<file path="src/design/kpsd_pkg.sv">
// ---------------------------------------------------------------------------
// kpsd_pkg: shared types and constants of the keypad scan debouncer
// matrix width, key code width, no-key marker and event codes
// ---------------------------------------------------------------------------
package kpsd_pkg;

   localparam int MATRIX_WIDTH = 16;
   localparam int KEY_WIDTH    = 5;
   localparam int INDEX_WIDTH  = 4;
   localparam int COUNT_WIDTH  = 8;

   localparam logic [KEY_WIDTH-1:0]   NO_KEY    = 5'd16;
   localparam logic [COUNT_WIDTH-1:0] COUNT_MAX = 8'd255;

   typedef logic [MATRIX_WIDTH-1:0] matrix_type;
   typedef logic [KEY_WIDTH-1:0]    key_type;
   typedef logic [INDEX_WIDTH-1:0]  index_type;
   typedef logic [COUNT_WIDTH-1:0]  count_type;

   typedef enum logic [1:0] {
      EV_NONE    = 2'd0,
      EV_PRESS   = 2'd1,
      EV_RELEASE = 2'd2
   } event_type;

endpackage

</file>
<file path="src/design/kpsd_req_if.sv">
// ---------------------------------------------------------------------------
// kpsd_req_if: key matrix sample channel
// valid/ready handshake carrying one matrix sample
// ---------------------------------------------------------------------------
interface kpsd_req_if;
   import kpsd_pkg::*;

   logic       valid;
   logic       ready;
   matrix_type key_matrix;

   modport source (output valid, output key_matrix, input ready);
   modport sink   (input valid, input key_matrix, output ready);
endinterface

</file>
<file path="src/design/kpsd_rsp_if.sv">
// ---------------------------------------------------------------------------
// kpsd_rsp_if: debounce event channel
// valid/ready handshake carrying one event and key index
// ---------------------------------------------------------------------------
interface kpsd_rsp_if;
   import kpsd_pkg::*;

   logic      valid;
   logic      ready;
   event_type event_res;
   index_type key_index;

   modport source (output valid, output event_res, output key_index, input ready);
   modport sink   (input valid, input event_res, input key_index, output ready);
endinterface

</file>
<file path="src/design/kpsd_csr_if.sv">
// ---------------------------------------------------------------------------
// kpsd_csr_if: threshold register write channel
// valid/ready handshake carrying the debounce threshold
// ---------------------------------------------------------------------------
interface kpsd_csr_if;
   import kpsd_pkg::*;

   logic      valid;
   logic      ready;
   count_type debounce_threshold;

   modport source (output valid, output debounce_threshold, input ready);
   modport sink   (input valid, input debounce_threshold, output ready);
endinterface

</file>
<file path="src/design/kpsd_key_pick.sv">
// ---------------------------------------------------------------------------
// kpsd_key_pick: scan-order priority encoder
// returns the lowest pressed key index among the populated keys, or no-key
// ---------------------------------------------------------------------------
module kpsd_key_pick #(
   parameter int KEY_COUNT = 16
) (
   input  kpsd_pkg::matrix_type key_matrix,
   output kpsd_pkg::key_type    key
);
   import kpsd_pkg::*;

   matrix_type populated;

   // keys beyond the populated count have no input bit
   always_comb begin
      for (int i = 0; i < MATRIX_WIDTH; i++) begin
         populated[i] = (i < KEY_COUNT);
      end
   end

   // column-major index order means lowest set bit wins
   always_comb begin
      key = NO_KEY;
      for (int i = MATRIX_WIDTH - 1; i >= 0; i--) begin
         if (key_matrix[i] && populated[i]) begin
            key = KEY_WIDTH'(i);
         end
      end
   end
endmodule

</file>
<file path="src/design/keypad_scan_debounce_top.sv">
// ---------------------------------------------------------------------------
// keypad_scan_debounce_top: 4x4 matrix keypad scanner with debounce
// picks the first pressed key of each sample and reports debounced
// press and release events through a confidence counter
// ---------------------------------------------------------------------------
//
//   channel   direction  payload                         transfer when
//   req_bus   in         key_matrix[15:0]                valid & ready
//   rsp_bus   out        event_res[1:0], key_index[3:0]  valid & ready
//   csr_bus   in         debounce_threshold[7:0]         valid & ready
//
// one sample in, one result out per cycle; encode and counter update sit
// between the sample port and the result register
// result register is a single slot: a new sample is taken whenever the slot
// is empty or is being drained in the same cycle
// a stalled result holds the slot and stops further samples
// synchronous active-high reset empties the slot, clears the debounce state
// and loads threshold 5; outside reset, csr writes are always taken
// ---------------------------------------------------------------------------
module keypad_scan_debounce_top #(
   parameter int ROWS    = 4,
   parameter int COLUMNS = 4
) (
   input logic       clock,
   input logic       reset,
   kpsd_req_if.sink  req_bus,
   kpsd_rsp_if.source rsp_bus,
   kpsd_csr_if.sink  csr_bus
);
   import kpsd_pkg::*;

   // keys past the matrix input width are never sampled
   localparam int KEY_COUNT = (ROWS * COLUMNS < MATRIX_WIDTH) ? ROWS * COLUMNS
                                                             : MATRIX_WIDTH;

   // debounce state
   key_type   candidate_ff, candidate_in;
   logic      held_ff, held_in;
   count_type count_ff, count_in;
   count_type threshold_ff;

   // result slot
   logic      rsp_valid_ff, rsp_valid_in;
   event_type event_ff, event_in;
   index_type index_ff, index_in;

   key_type   sample;
   logic      req_take;
   count_type count_up;
   count_type count_down;

   kpsd_key_pick #(
      .KEY_COUNT (KEY_COUNT)
   ) u_key_pick (
      .key_matrix (req_bus.key_matrix),
      .key        (sample)
   );

   // slot free or draining this cycle
   assign req_bus.ready = !rsp_valid_ff || rsp_bus.ready;
   assign req_take      = req_bus.valid && req_bus.ready;
   assign csr_bus.ready = 1'b1;

   // saturating counter steps
   assign count_up   = (count_ff == COUNT_MAX) ? count_ff : count_ff + 8'd1;
   assign count_down = (count_ff == '0) ? count_ff : count_ff - 8'd1;

   always_comb begin
      candidate_in = candidate_ff;
      held_in      = held_ff;
      count_in     = count_ff;
      event_in     = EV_NONE;
      index_in     = '0;
      if (sample == candidate_ff) begin
         if (sample != NO_KEY) begin
            if (!held_ff) begin
               // still confirming the candidate
               count_in = count_up;
               if (count_up >= threshold_ff) begin
                  held_in  = 1'b1;
                  event_in = EV_PRESS;
                  index_in = candidate_ff[INDEX_WIDTH-1:0];
               end
            end else begin
               // held key seen again: restore full confidence
               count_in = threshold_ff;
            end
         end
      end else begin
         if (held_ff) begin
            // held key missing: lose confidence, release at zero
            count_in = count_down;
            if (count_down == '0) begin
               held_in      = 1'b0;
               candidate_in = sample;
               event_in     = EV_RELEASE;
            end
         end else begin
            // nothing held: restart on the new candidate
            count_in     = '0;
            candidate_in = sample;
         end
      end
   end

   always_comb begin
      rsp_valid_in = rsp_valid_ff;
      if (req_take) begin
         rsp_valid_in = 1'b1;
      end else if (rsp_bus.ready) begin
         rsp_valid_in = 1'b0;
      end
   end

   always_ff @(posedge clock) begin
      if (reset) begin
         candidate_ff <= NO_KEY;
         held_ff      <= 1'b0;
         count_ff     <= '0;
         threshold_ff <= 8'd5;
         rsp_valid_ff <= 1'b0;
      end else begin
         rsp_valid_ff <= rsp_valid_in;
         if (req_take) begin
            candidate_ff <= candidate_in;
            held_ff      <= held_in;
            count_ff     <= count_in;
         end
         if (csr_bus.valid) begin
            threshold_ff <= csr_bus.debounce_threshold;
         end
      end
   end

   // payload needs no reset
   always_ff @(posedge clock) begin
      if (req_take) begin
         event_ff <= event_in;
         index_ff <= index_in;
      end
   end

   assign rsp_bus.valid     = rsp_valid_ff;
   assign rsp_bus.event_res = event_ff;
   assign rsp_bus.key_index = index_ff;

endmodule
</file>
<file path="src/flat_wrapper.sv">
// flat-port wrapper written by rule: the top's interface ports become plain ports
module keypad_scan_debounce_top_flat import kpsd_pkg::*;
#(
   parameter int ROWS    = 4,
   parameter int COLUMNS = 4
)
  (clock, reset, req_bus_valid, req_bus_key_matrix, req_bus_ready, rsp_bus_valid, rsp_bus_event_res, rsp_bus_key_index, rsp_bus_ready, csr_bus_valid, csr_bus_debounce_threshold, csr_bus_ready);
  kpsd_req_if req_bus_i ();
  kpsd_rsp_if rsp_bus_i ();
  kpsd_csr_if csr_bus_i ();
  input logic clock;
  input logic reset;
  input wire logic [$bits(req_bus_i.valid)-1:0] req_bus_valid;
  input wire logic [$bits(req_bus_i.key_matrix)-1:0] req_bus_key_matrix;
  output wire logic [$bits(req_bus_i.ready)-1:0] req_bus_ready;
  output wire logic [$bits(rsp_bus_i.valid)-1:0] rsp_bus_valid;
  output wire logic [$bits(rsp_bus_i.event_res)-1:0] rsp_bus_event_res;
  output wire logic [$bits(rsp_bus_i.key_index)-1:0] rsp_bus_key_index;
  input wire logic [$bits(rsp_bus_i.ready)-1:0] rsp_bus_ready;
  input wire logic [$bits(csr_bus_i.valid)-1:0] csr_bus_valid;
  input wire logic [$bits(csr_bus_i.debounce_threshold)-1:0] csr_bus_debounce_threshold;
  output wire logic [$bits(csr_bus_i.ready)-1:0] csr_bus_ready;
  assign req_bus_i.valid = req_bus_valid;
  assign req_bus_i.key_matrix = req_bus_key_matrix;
  assign req_bus_ready = req_bus_i.ready;
  assign rsp_bus_valid = rsp_bus_i.valid;
  assign rsp_bus_event_res = rsp_bus_i.event_res;
  assign rsp_bus_key_index = rsp_bus_i.key_index;
  assign rsp_bus_i.ready = rsp_bus_ready;
  assign csr_bus_i.valid = csr_bus_valid;
  assign csr_bus_i.debounce_threshold = csr_bus_debounce_threshold;
  assign csr_bus_ready = csr_bus_i.ready;
  keypad_scan_debounce_top #(.ROWS(ROWS), .COLUMNS(COLUMNS)) u_core (.clock(clock), .reset(reset), .req_bus(req_bus_i), .rsp_bus(rsp_bus_i), .csr_bus(csr_bus_i));
endmodule
</file>
<file path="config.mk">
export PLATFORM = sky130hd
export DESIGN_NAME = keypad_scan_debounce_top_flat
export DESIGN_NICKNAME = d
export VERILOG_FILES = /design/src/design/kpsd_pkg.sv /design/src/design/kpsd_req_if.sv /design/src/design/kpsd_rsp_if.sv /design/src/design/kpsd_csr_if.sv /design/src/design/kpsd_key_pick.sv /design/src/design/keypad_scan_debounce_top.sv /design/src/flat_wrapper.sv
export SDC_FILE = /design/constraint.sdc
export NUM_CORES = 1
export LEC_CHECK = 0
export ABC_CLOCK_PERIOD_IN_PS = 4000
export BUFFER_PORTS_ARGS = -buffer_cell sky130_fd_sc_hd__buf_2
export CAP_MARGIN = 20
export CORE_MARGIN = 1.5
export CORE_UTILIZATION = 50
export CTS_CLUSTER_DIAMETER = 30
export CTS_CLUSTER_SIZE = 16
export DETAILED_ROUTE_END_ITERATION = 12
export PLACE_DENSITY = 0.72
export SLEW_MARGIN = 20
export SYNTH_ARGS = -nofsm -noshare
export SYNTH_HDL_FRONTEND = slang
export SYNTH_SLANG_ARGS = --single-unit
</file>
<file path="constraint.sdc">
create_clock -name clock -period 4 [get_ports clock]
set_input_delay 0 -clock clock [delete_from_list [all_inputs] [get_ports clock]]
set_output_delay 0 -clock clock [all_outputs]
set_load 0.05 [all_outputs]
</file>
==> impl_metrics.csv, run 1 <==
group,metric,value,unit
timing,finalMaxSlewViolations,0,
routing,totalWireLength,5120,um
synth,synth-edff-count,6,
routing,drt_iter0_markers,189,
routing,firstDrtPassIters,6,
worst_setup_path,regToRegSetupSlack,0.49,ns
worst_setup_path,cp_top_family,"simple AND/OR/NAND/NOR gates",
synth,synth_top_area_share,0.210,
pwr,peakVddDrop,244,uV
clocking,clk_path_buf_depth,2,
worst_setup_path,path_cells,"ha_1 -> nand2_1 -> nor2_1 -> nand3_1 -> xnor2_1 -> ha_1 -> nand2b_1 -> a21o_1 -> a21o_1 -> a211o_1 -> a21oi_1 -> o21ai_0 -> nor4b_2 -> and2_1",
floorplanning,dieWidth,69.2,um
clocking,h-tree-depth,2,
layout,seq_area,641,um2
layout,final_area,2560,um2
synth,syn_inst,267,
clocking,cts_setup_buffers,0,
layout,antenna_cells,0,
layout,area_growth,17.1,%
synth,ys_seq_elements,29,
pwr,power-per-cell-area,338,nW/um2
floorplanning,rows,23,
timing,finalCritPeriodShare,0.877,
worst_setup_path,critPathLaunch,"u_core.count_ff[0]$_SDFFE_PP0P_",
timing,min_period,3.51,ns
clocking,cts-root-buf,"clkbuf_8",
timing,max-slew-margin-rel,0.420,
clocking,clock_latency,0.29,ns
routing,ant_nets,0,
floorplanning,core,4120,um2
worst_setup_path,critPathArrivalTime,3.55,ns
floorplanning,die_h,69.2,um
place,dpl_cell_area,2370,um2
routing,vias,2116,
synth,synth_most_common_cell,"nor2_1",
worst_setup_path,path_class,"flip-flop to flip-flop",
layout,nNetsFinal,345,
synth,synthesis.nets,307,
grt,grt_pass1_vias,1913,
timing,fin_tns_setup,0,ns
grt,grt_pass1_wl,8690,um
hold_path,hp-class,"input pin to flip-flop",
worst_setup_path,worst_path_max_delay_cell,"dfxtp_1",
synth,synth_cell_type_count,58,
worst_setup_path,cp_max_fo,10,
layout,drive_above_1_share,0.173,
worst_setup_path,cp-endpoint,"u_core.rsp_bus.key_index[2]$_SDFFCE_PP0P_",
synth,syn_avg_cell_area,8.20,um2
pwr,static-leakage-power,1.07,nW
clocking,path_clk_slew,0.07,ns
grt,grt_use_met1,0.311,
place,place_hpwl,3720,um
routing,drt_drc_violations_left,0,
timing,tightestPinTransition,0.864,ns
place,gp_congestion,0.902,
floorplanning,ios,38,
synth,synth_common_cells,"28 x nor2_1, 23 x dfxtp_1, 21 x nand2_1",
timing,whs,0.0276,ns
worst_setup_path,timing.rr.end,"u_core.rsp_bus.key_index[2]$_SDFFCE_PP0P_",
routing,vias_per_cell,5.94,
synth,synth_largest_area_cell,"dfxtp_1",
timing,rsz0062_at_grt,"false",
place,io_buffers,36,
routing,routedWlPerCell,14.4,um
worst_setup_path,rr_startpoint,"u_core.count_ff[0]$_SDFFE_PP0P_",
timing,hold_viol_final,0,
grt,antenna_found_initial,0,
synth,netlist_top_cells_area,"dfxtp_1 21%, edfxtp_1 8.2%, ha_1 6.3%",
grt,grt_util_met3,0.0424,
layout,fill_cells,362,
synth,syn_area,2190,um2
grt,grt_usage,0.221,
status,status,"finished clean",
timing,fin_skew,0.00343,ns
clocking,clock-sinks,29,
layout,multiInputGateArea,1400,um2
synth,ys_seq_area_frac,0.293,
clocking,cts_tree,"done",
worst_setup_path,critPathMaxStageDelay,0.51,ns
run,max_cap_viol_count,0,
synth,synthFlopType,"dfxtp_1",
timing,fmax,285,MHz
timing,finalSetupViolCount,0,
worst_setup_path,worstSetupEndpointType,"flip-flop",
worst_setup_path,path_buf_inv,0,
clocking,numCtsBuffers,5,
synth,yosys_warnings,0,
worst_setup_path,cp.required,4.05,ns
floorplanning,die_area,4780,um2
worst_setup_path,rr_worst_depth,14,
grt,grt_overflow,0,
worst_setup_path,start_kind,"flip-flop",
floorplanning,start_util,0.532,
clocking,postCtsResizedCells,0,
worst_setup_path,crit_cells,14,
grt,grt.busiest_layer,"met2",
grt,met2_usage,0.325,
grt,grt_max_degree,16,
synth,ys_async_sr_fraction,0,
[worst min path at each step]
stage | startpoint | end | slack, ns | cells past startpoint
global placement | csr_bus_debounce_threshold[0] | u_core.threshold_ff[0]$_SDFFE_PP1P_ | 0.22 | 3
detailed placement | csr_bus_debounce_threshold[2] | u_core.threshold_ff[2]$_SDFFE_PP1P_ | 0.22 | 3
floorplan | reset | u_core.candidate_ff[0]$_SDFFE_PP0P_ | 0.07 | 1
CTS | rsp_bus_ready | u_core.rsp_bus.valid$_SDFFE_PP0P_ | 0.02 | 3
finish | rsp_bus_ready | u_core.rsp_bus.valid$_SDFFE_PP0P_ | 0.03 | 3
global route | rsp_bus_ready | u_core.rsp_bus.valid$_SDFFE_PP0P_ | 0.06 | 3
[worst min-delay path: cells and delay by family]
family	cells	cell delay [ns]
simple gates	1	0.13
buf+inv	1	0.07
compound gates	1	0.07
[kinds of logic after synthesis]
kind of cell / after synthesis / share of synthesized area
adder cells (fa/ha/maj): 11 / 0.0629
AND/OR/NAND/NOR: 97 / 0.240
AO/OA/AOI/OAI: 70 / 0.230
XOR/XNOR: 9 / 0.0360
buffers and inverters: 35 / 0.0675
other: 1 / 0.00171
multiplexers: 15 / 0.0698
flip-flops: 29 / 0.293
[metal layers]
metal	wire length, um	share of wire
met4	116	0.023
met1	2420	0.47
met5	0	0
met2	2220	0.43
met3	371	0.072
[through the flow]
| step | util | cells | setup slack (ns) | power, mW |
|---|---|---|---|---|
| final | 0.623 | 356 | 0.490 | 0.867 |
| after global routing | 0.623 | 356 | 0.245 | 0.914 |
| after CTS | 0.623 | 356 | 0.501 | 0.867 |
| after detailed placement | 0.575 | 339 | 0.554 | 0.561 |
| after global placement | 0.575 | 339 | 0.656 | 0.560 |
| after floorplan | - | 267 | 0.920 | 0.503 |
[layout make-up]
class	instances	share of cell area
timing repair buffer	46	0.108
sequential	29	0.250
inverter	20	0.0293
multi-input combinational	203	0.546
tap	50	0.0244
clock inverter	2	0.0132
clock buffer	6	0.0283
[power breakdown]
| group | internal [mW] | switching (mW) | total [mW] |
|---|---|---|---|
| combinational | 0.0914 | 0.135 | 0.227 |
| clock | 0.184 | 0.119 | 0.302 |
| sequential | 0.316 | 0.0230 | 0.339 |
| total | 0.591 | 0.277 | 0.867 |
[state kept, by name, summed over array words and instances (netlist names)]
name,flops
u_core.count_ff,8
u_core.threshold_ff,8
u_core.candidate_ff,5
u_core.rsp_bus.key_index,4
u_core.rsp_bus.event_res,2
u_core.held_ff,1
u_core.rsp_bus.valid,1
[what timing repair did]
action | in CTS | in global routing
hold buffers | 9 | 0
endpoints found under the setup margin | 0 | 0
hold endpoints to repair | 9 | 0
[layout by cell type, fill, tap and decap left out, types with 3 or more instances in the layout]
master | netlist | layout
buf_2 | 4 | 36
nor2_1 | 28 | 28
dfxtp_1 | 23 | 23
nand2_1 | 21 | 21
inv_1 | 19 | 19
a21oi_1 | 18 | 18
mux2i_1 | 13 | 13
ha_1 | 11 | 11
o21ai_0 | 10 | 10
dlygate4sd3_1 | 0 | 9
nor3_1 | 7 | 7
or4_1 | 6 | 6
edfxtp_1 | 6 | 6
xnor2_1 | 5 | 5
a211oi_1 | 5 | 5
o211ai_1 | 5 | 5
and2_1 | 5 | 5
clkbuf_8 | 0 | 5
nand2b_1 | 4 | 4
or3_1 | 4 | 4
xor2_1 | 4 | 4
nor4_1 | 4 | 4
o21a_1 | 4 | 4
o21ai_1 | 4 | 4
nand3_1 | 3 | 3
o32ai_1 | 3 | 3
a32o_1 | 3 | 3
No activity file was read; power rests on OpenSTA's default activity.
==> run 2, diff against run 1 <==
- BUFFER_PORTS_ARGS: -buffer_cell sky130_fd_sc_hd__buf_2 -> -buffer_cell sky130_fd_sc_hd__clkbuf_2
==> run 2 against run 1 <==
Net effect:
- clock power shrank 22%
- total power is 7.8% lower
- final area fell by 0.93%
- sequential share of layout area is 0.23 points higher
- flip-flop and latch count is the same
- critical path type unchanged
==> impl_metrics.csv, run 2 (synthesized netlist as in run 1, its figures left out) <==
group,metric,value,unit
routing,totalWireLength,5040,um
worst_setup_path,path_class,"flip-flop to flip-flop",
place,place_hpwl,3760,um
clocking,h-tree-depth,2,
timing,max-slew-margin-rel,0.442,
timing,whs,0.0684,ns
place,io_buffers,36,
floorplanning,core,4120,um2
clocking,numCtsBuffers,5,
grt,grt_usage,0.225,
floorplanning,ios,38,
layout,fill_cells,373,
clocking,clk_path_buf_depth,2,
hold_path,hp-class,"input pin to flip-flop",
timing,fmax,280,MHz
timing,min_period,3.57,ns
timing,tightestPinTransition,0.832,ns
layout,nNetsFinal,345,
routing,routedWlPerCell,14.1,um
clocking,path_clk_slew,0.07,ns
routing,drt_drc_violations_left,0,
floorplanning,die_h,69.2,um
timing,setup_ws,0.432,ns
layout,area_growth,16.0,%
clocking,cts-root-buf,"clkbuf_8",
grt,antenna_found_initial,0,
place,gp_congestion,0.866,
status,status,"finished clean",
routing,vias,2056,
worst_setup_path,cp.required,4.03,ns
clocking,cts_tree,"done",
grt,grt_pass1_wl,8920,um
grt,grt_pass1_vias,1934,
floorplanning,rows,23,
routing,drt_iter0_markers,139,
timing,hold_viol_final,0,
worst_setup_path,start_kind,"flip-flop",
layout,final_common_cell,"clkbuf_2",
worst_setup_path,cp_max_fo,10,
layout,layout.cells.non_filler,356,
layout,top_regs,"u_core.count_ff x8, u_core.threshold_ff x8, u_core.candidate_ff x5",
layout,antenna_cells,0,
floorplanning,die_area,4780,um2
pwr,static-leakage-power,1.07,nW
timing,finalSetupViolCount,0,
floorplanning,start_util,0.532,
layout,layout_common_cells,"36 x clkbuf_2, 28 x nor2_1, 23 x dfxtp_1, 21 x nand2_1, 19 x inv_1",
place,dpl_worst_slack,0.510,ns
worst_setup_path,critPathArrivalTime,3.60,ns
routing,firstDrtPassIters,4,
timing,rsz0062_at_grt,"false",
layout,drive_above_1_share,0.176,
timing,fin_tns_setup,0,ns
worst_setup_path,worstSetupEndpointType,"flip-flop",
routing,ant_nets,0,
grt,grt_overflow,0,
timing,finalCritPeriodShare,0.892,
clocking,cts_setup_buffers,0,
floorplanning,dieWidth,69.2,um
clocking,clock_latency,0.28,ns
pwr,power-per-cell-area,315,nW/um2
routing,vias_per_cell,5.78,
timing,finalMaxSlewViolations,0,
place,dp_cells,339,
grt,grt_max_degree,16,
timing,fin_skew,0.00582,ns
clocking,clock-sinks,29,
run,max_cap_viol_count,0,
pwr,peakVddDrop,199,uV
run 2: cell count changes in the layout (fill, tap and decap cells not counted):
cell	change
clkinv_1	-1
bufinv_16	-1
clkinv_2	+2
clkbuf_2	+36
buf_2	-36
run 2: worst paths after layout:
path                                                           from                                        end  slack [ns]  depth (start not counted)
worst max register to register      u_core.count_ff[0]$_SDFFE_PP0P_  u_core.rsp_bus.key_index[2]$_SDFFCE_PP0P_        0.43                         14
worst max-delay path                u_core.count_ff[0]$_SDFFE_PP0P_  u_core.rsp_bus.key_index[2]$_SDFFCE_PP0P_        0.43                         14
worst min-delay path                                  rsp_bus_ready          u_core.rsp_bus.valid$_SDFFE_PP0P_        0.07                          3
worst min register to register  u_core.threshold_ff[1]$_SDFFE_PP0P_        u_core.threshold_ff[1]$_SDFFE_PP0P_        0.50                          2
run 2: critical path, stage by stage, from the launching register on:
cell,delay [ns]
dfxtp_1,0.54
ha_1,0.26
nand2_1,0.10
nor2_1,0.21
nand3_1,0.26
xnor2_1,0.28
ha_1,0.26
nand2b_1,0.14
a21o_1,0.17
a21o_1,0.17
a211o_1,0.28
a21oi_1,0.11
o21ai_0,0.14
nor4b_2,0.22
and2_1,0.19
run 2: what timing repair did:
item / CTS / global route
setup endpoints to repair: 0 / 0
resized for setup: 0 / 0
endpoints found under the hold margin: 9 / 0
hold buffers: 9 / 0
run 2: area by class of cell:
class / count / area [um2] / area share
Clock buffer: 6 / 72.6 / 0.0286
Sequential cell: 29 / 641 / 0.252
Multi-Input combinational cell: 203 / 1400 / 0.552
Inverter: 20 / 75.1 / 0.0296
Timing Repair Buffer: 46 / 278 / 0.109
Tap cell: 50 / 62.6 / 0.0246
Clock inverter: 2 / 10.0 / 0.00394
run 2: metal layers:
metal,part of all wire,vias to the layer above,global-route usage
li1,-,1051,-
met1,0.49,915,0.327
met2,0.42,82,0.341
met3,0.072,8,0.0365
met4,0.018,0,0.0697
met5,0,-,0
run 2: power by group:
part           leakage (nW)  internal, mW  switching, mW
Combinational         0.773        0.0912          0.134
Sequential            0.250         0.316         0.0234
Clock                0.0450         0.120          0.115
run 2: per-stage QoR:
stage / util / power, mW / instance area [um2]
floorplan: - / 0.503 / 2190
global placement: 0.575 / 0.560 / 2370
detailed placement: 0.575 / 0.561 / 2370
CTS: 0.617 / 0.802 / 2540
global route: 0.617 / 0.842 / 2540
finish: 0.617 / 0.800 / 2540
==> run 3, diff against run 2 <==
- ABC_CLOCK_PERIOD_IN_PS: 4000 -> 3250
- PLACE_DENSITY: 0.72 -> 0.75
- clock period: 4 -> 3.25 ns (I/O delays scaled with it)
==> run 3 against run 2 <==
Net effect:
- total power rose by 24%
- sequential share of layout area fell by 0.85 points
- setup slack got worse by 0.29 ns
- largest power group unchanged
- clock skew shrank 0.00066 ns
- utilization is 2.2 points higher
- die area unchanged
- register-to-register slack got worse by 0.29 ns
- combinational power rose by 31%
- clock-buffer cell count unchanged
- wire length up 6.7%
==> impl_metrics.csv, run 3 (synthesized netlist as in run 1, its figures left out) <==
group,metric,value,unit
timing,hold_viol_final,0,
worst_setup_path,timing.rr.end,"u_core.rsp_bus.key_index[2]$_SDFFCE_PP0P_",
routing,routedWlPerCell,14.8,um
routing,ant_nets,0,
timing,whs,0.0511,ns
layout,final_common_cell,"clkbuf_2",
layout,top_regs,"u_core.count_ff x8, u_core.threshold_ff x8, u_core.candidate_ff x5",
routing,totalWireLength,5370,um
status,status,"finished clean",
place,io_buffers,36,
floorplanning,die_h,69.2,um
clocking,cts_tree,"done",
run,max_cap_viol_count,0,
routing,drt_iter0_markers,211,
clocking,numCtsBuffers,5,
timing,finalCritPeriodShare,0.958,
layout,fill_cells,348,
grt,grt_pass1_wl,9070,um
layout,seq_area,641,um2
worst_setup_path,critPathArrivalTime,3.16,ns
clocking,clock_latency,0.29,ns
timing,finalSetupViolCount,0,
grt,antenna_found_initial,0,
clocking,clock-sinks,29,
clocking,path_clk_slew,0.06,ns
worst_setup_path,rr_worst_depth,14,
worst_setup_path,cp_max_fo,5,
clocking,h-tree-depth,2,
timing,finalMaxSlewViolations,0,
grt,grt_overflow,0,
floorplanning,start_util,0.532,
routing,drt_drc_violations_left,0,
floorplanning,ios,38,
clocking,clk_path_buf_depth,2,
worst_setup_path,rr_startpoint,"u_core.count_ff[0]$_SDFFE_PP0P_",
floorplanning,rows,23,
routing,vias,2140,
pwr,peakVddDrop,261,uV
place,dpl_cell_area,2430,um2
grt,grt_pass1_vias,1996,
worst_setup_path,start_kind,"flip-flop",
worst_setup_path,path_class,"flip-flop to flip-flop",
routing,vias_per_cell,5.88,
floorplanning,dieWidth,69.2,um
place,place_hpwl,4020,um
layout,area_growth,20.1,%
layout,final_util,0.638,
floorplanning,core,4120,um2
timing,tightestPinTransition,0.755,ns
worst_setup_path,regToRegSetupSlack,0.14,ns
timing,fin_skew,0.00517,ns
layout,antenna_cells,0,
layout,nNetsFinal,353,
routing,firstDrtPassIters,5,
hold_path,min_path_cells,3,
hold_path,hold_end,"u_core.rsp_bus.valid$_SDFFE_PP0P_",
timing,fin_tns_setup,0,ns
layout,drive_above_1_share,0.213,
worst_setup_path,worstSetupEndpointType,"flip-flop",
pwr,static-leakage-power,1.12,nW
hold_path,min_from,"rsp_bus_ready",
layout,final_area,2630,um2
clocking,cts-root-buf,"clkbuf_8",
place,gp_congestion,0.989,
floorplanning,die_area,4780,um2
grt,grt_usage,0.233,
timing,fmax,321,MHz
layout,multiInputGateArea,1430,um2
worst_setup_path,cp.required,3.29,ns
layout,layout_common_cells,"36 x clkbuf_2, 27 x nor2_1, 23 x dfxtp_1, 21 x nand2_1, 19 x inv_1",
hold_path,hp-class,"input pin to flip-flop",
timing,max-slew-margin-rel,0.493,
timing,min_period,3.11,ns
grt,grt_max_degree,14,
pwr,power-per-cell-area,379,nW/um2
## run 3: cell count changes in the layout (fill, tap and decap cells not counted), sizes merged
cell  previous run  this run
buf              1         9
## run 3: through the flow
stage          setup WS, ns  std cells  power, mW
2_1_floorplan         0.170        267      0.620
3_3_place_gp          0.244        347      0.691
3_5_place_dp          0.134        347      0.694
4_1_cts              0.0736        364      0.992
5_1_grt             -0.0651        364       1.05
6_report              0.137        364      0.996
## run 3: worst max-delay path, cell delays in order (launching register included)
cell,delay [ns]
dfxtp_1,0.34
ha_2,0.20
nand2_1,0.12
nor2_4,0.15
nand3_2,0.16
xnor2_2,0.25
ha_1,0.26
nand2b_1,0.14
a21o_1,0.17
a21o_1,0.17
a211o_1,0.28
a21oi_1,0.12
o21ai_1,0.11
nor4b_2,0.20
and2_1,0.19
## run 3: what timing repair did
| action | CTS | global route |
|---|---|---|
| buffers inserted | 0 | 0 |
| setup endpoints to repair | 0 | 6 |
| gates resized for setup | 0 | 7 |
| hold buffers | 9 | 0 |
| hold endpoints to repair | 9 | 0 |
## run 3: report_power, final
group | switching (mW) | internal, mW
Sequential | 0.0209 | 0.388
Combinational | 0.174 | 0.120
Clock | 0.144 | 0.148
Total | 0.339 | 0.657
## run 3: worst max-delay path by stage
stage	from	end	slack (ns)
global route	u_core.count_ff[1]$_SDFFE_PP0P_	u_core.rsp_bus.key_index[2]$_SDFFCE_PP0P_	-0.07
global placement	u_core.count_ff[0]$_SDFFE_PP0P_	u_core.rsp_bus.key_index[3]$_SDFFCE_PP0P_	0.24
floorplan	u_core.count_ff[4]$_SDFFE_PP0P_	u_core.rsp_bus.key_index[0]$_SDFFCE_PP0P_	0.17
detailed placement	u_core.count_ff[0]$_SDFFE_PP0P_	u_core.rsp_bus.key_index[2]$_SDFFCE_PP0P_	0.13
finish	u_core.count_ff[0]$_SDFFE_PP0P_	u_core.rsp_bus.key_index[2]$_SDFFCE_PP0P_	0.14
CTS	u_core.count_ff[0]$_SDFFE_PP0P_	u_core.rsp_bus.key_index[2]$_SDFFCE_PP0P_	0.07
## run 3: layout make-up
cell class / instances / share of cell area
repair buffers: 54 / 0.129
inverters: 20 / 0.0286
flip-flops and latches: 29 / 0.244
clock buffers: 6 / 0.0276
well taps: 50 / 0.0238
multi-input cells: 203 / 0.544
clock inverters: 2 / 0.00381
## run 3: routing by layer
| layer | up-vias | share of wire | GRT usage |
|---|---|---|---|
| li1 | 1067 | - | - |
| met1 | 962 | 0.45 | 0.314 |
| met2 | 100 | 0.45 | 0.365 |
| met3 | 11 | 0.075 | 0.0497 |
| met4 | 0 | 0.020 | 0.0893 |
| met5 | - | 0 | 0 |
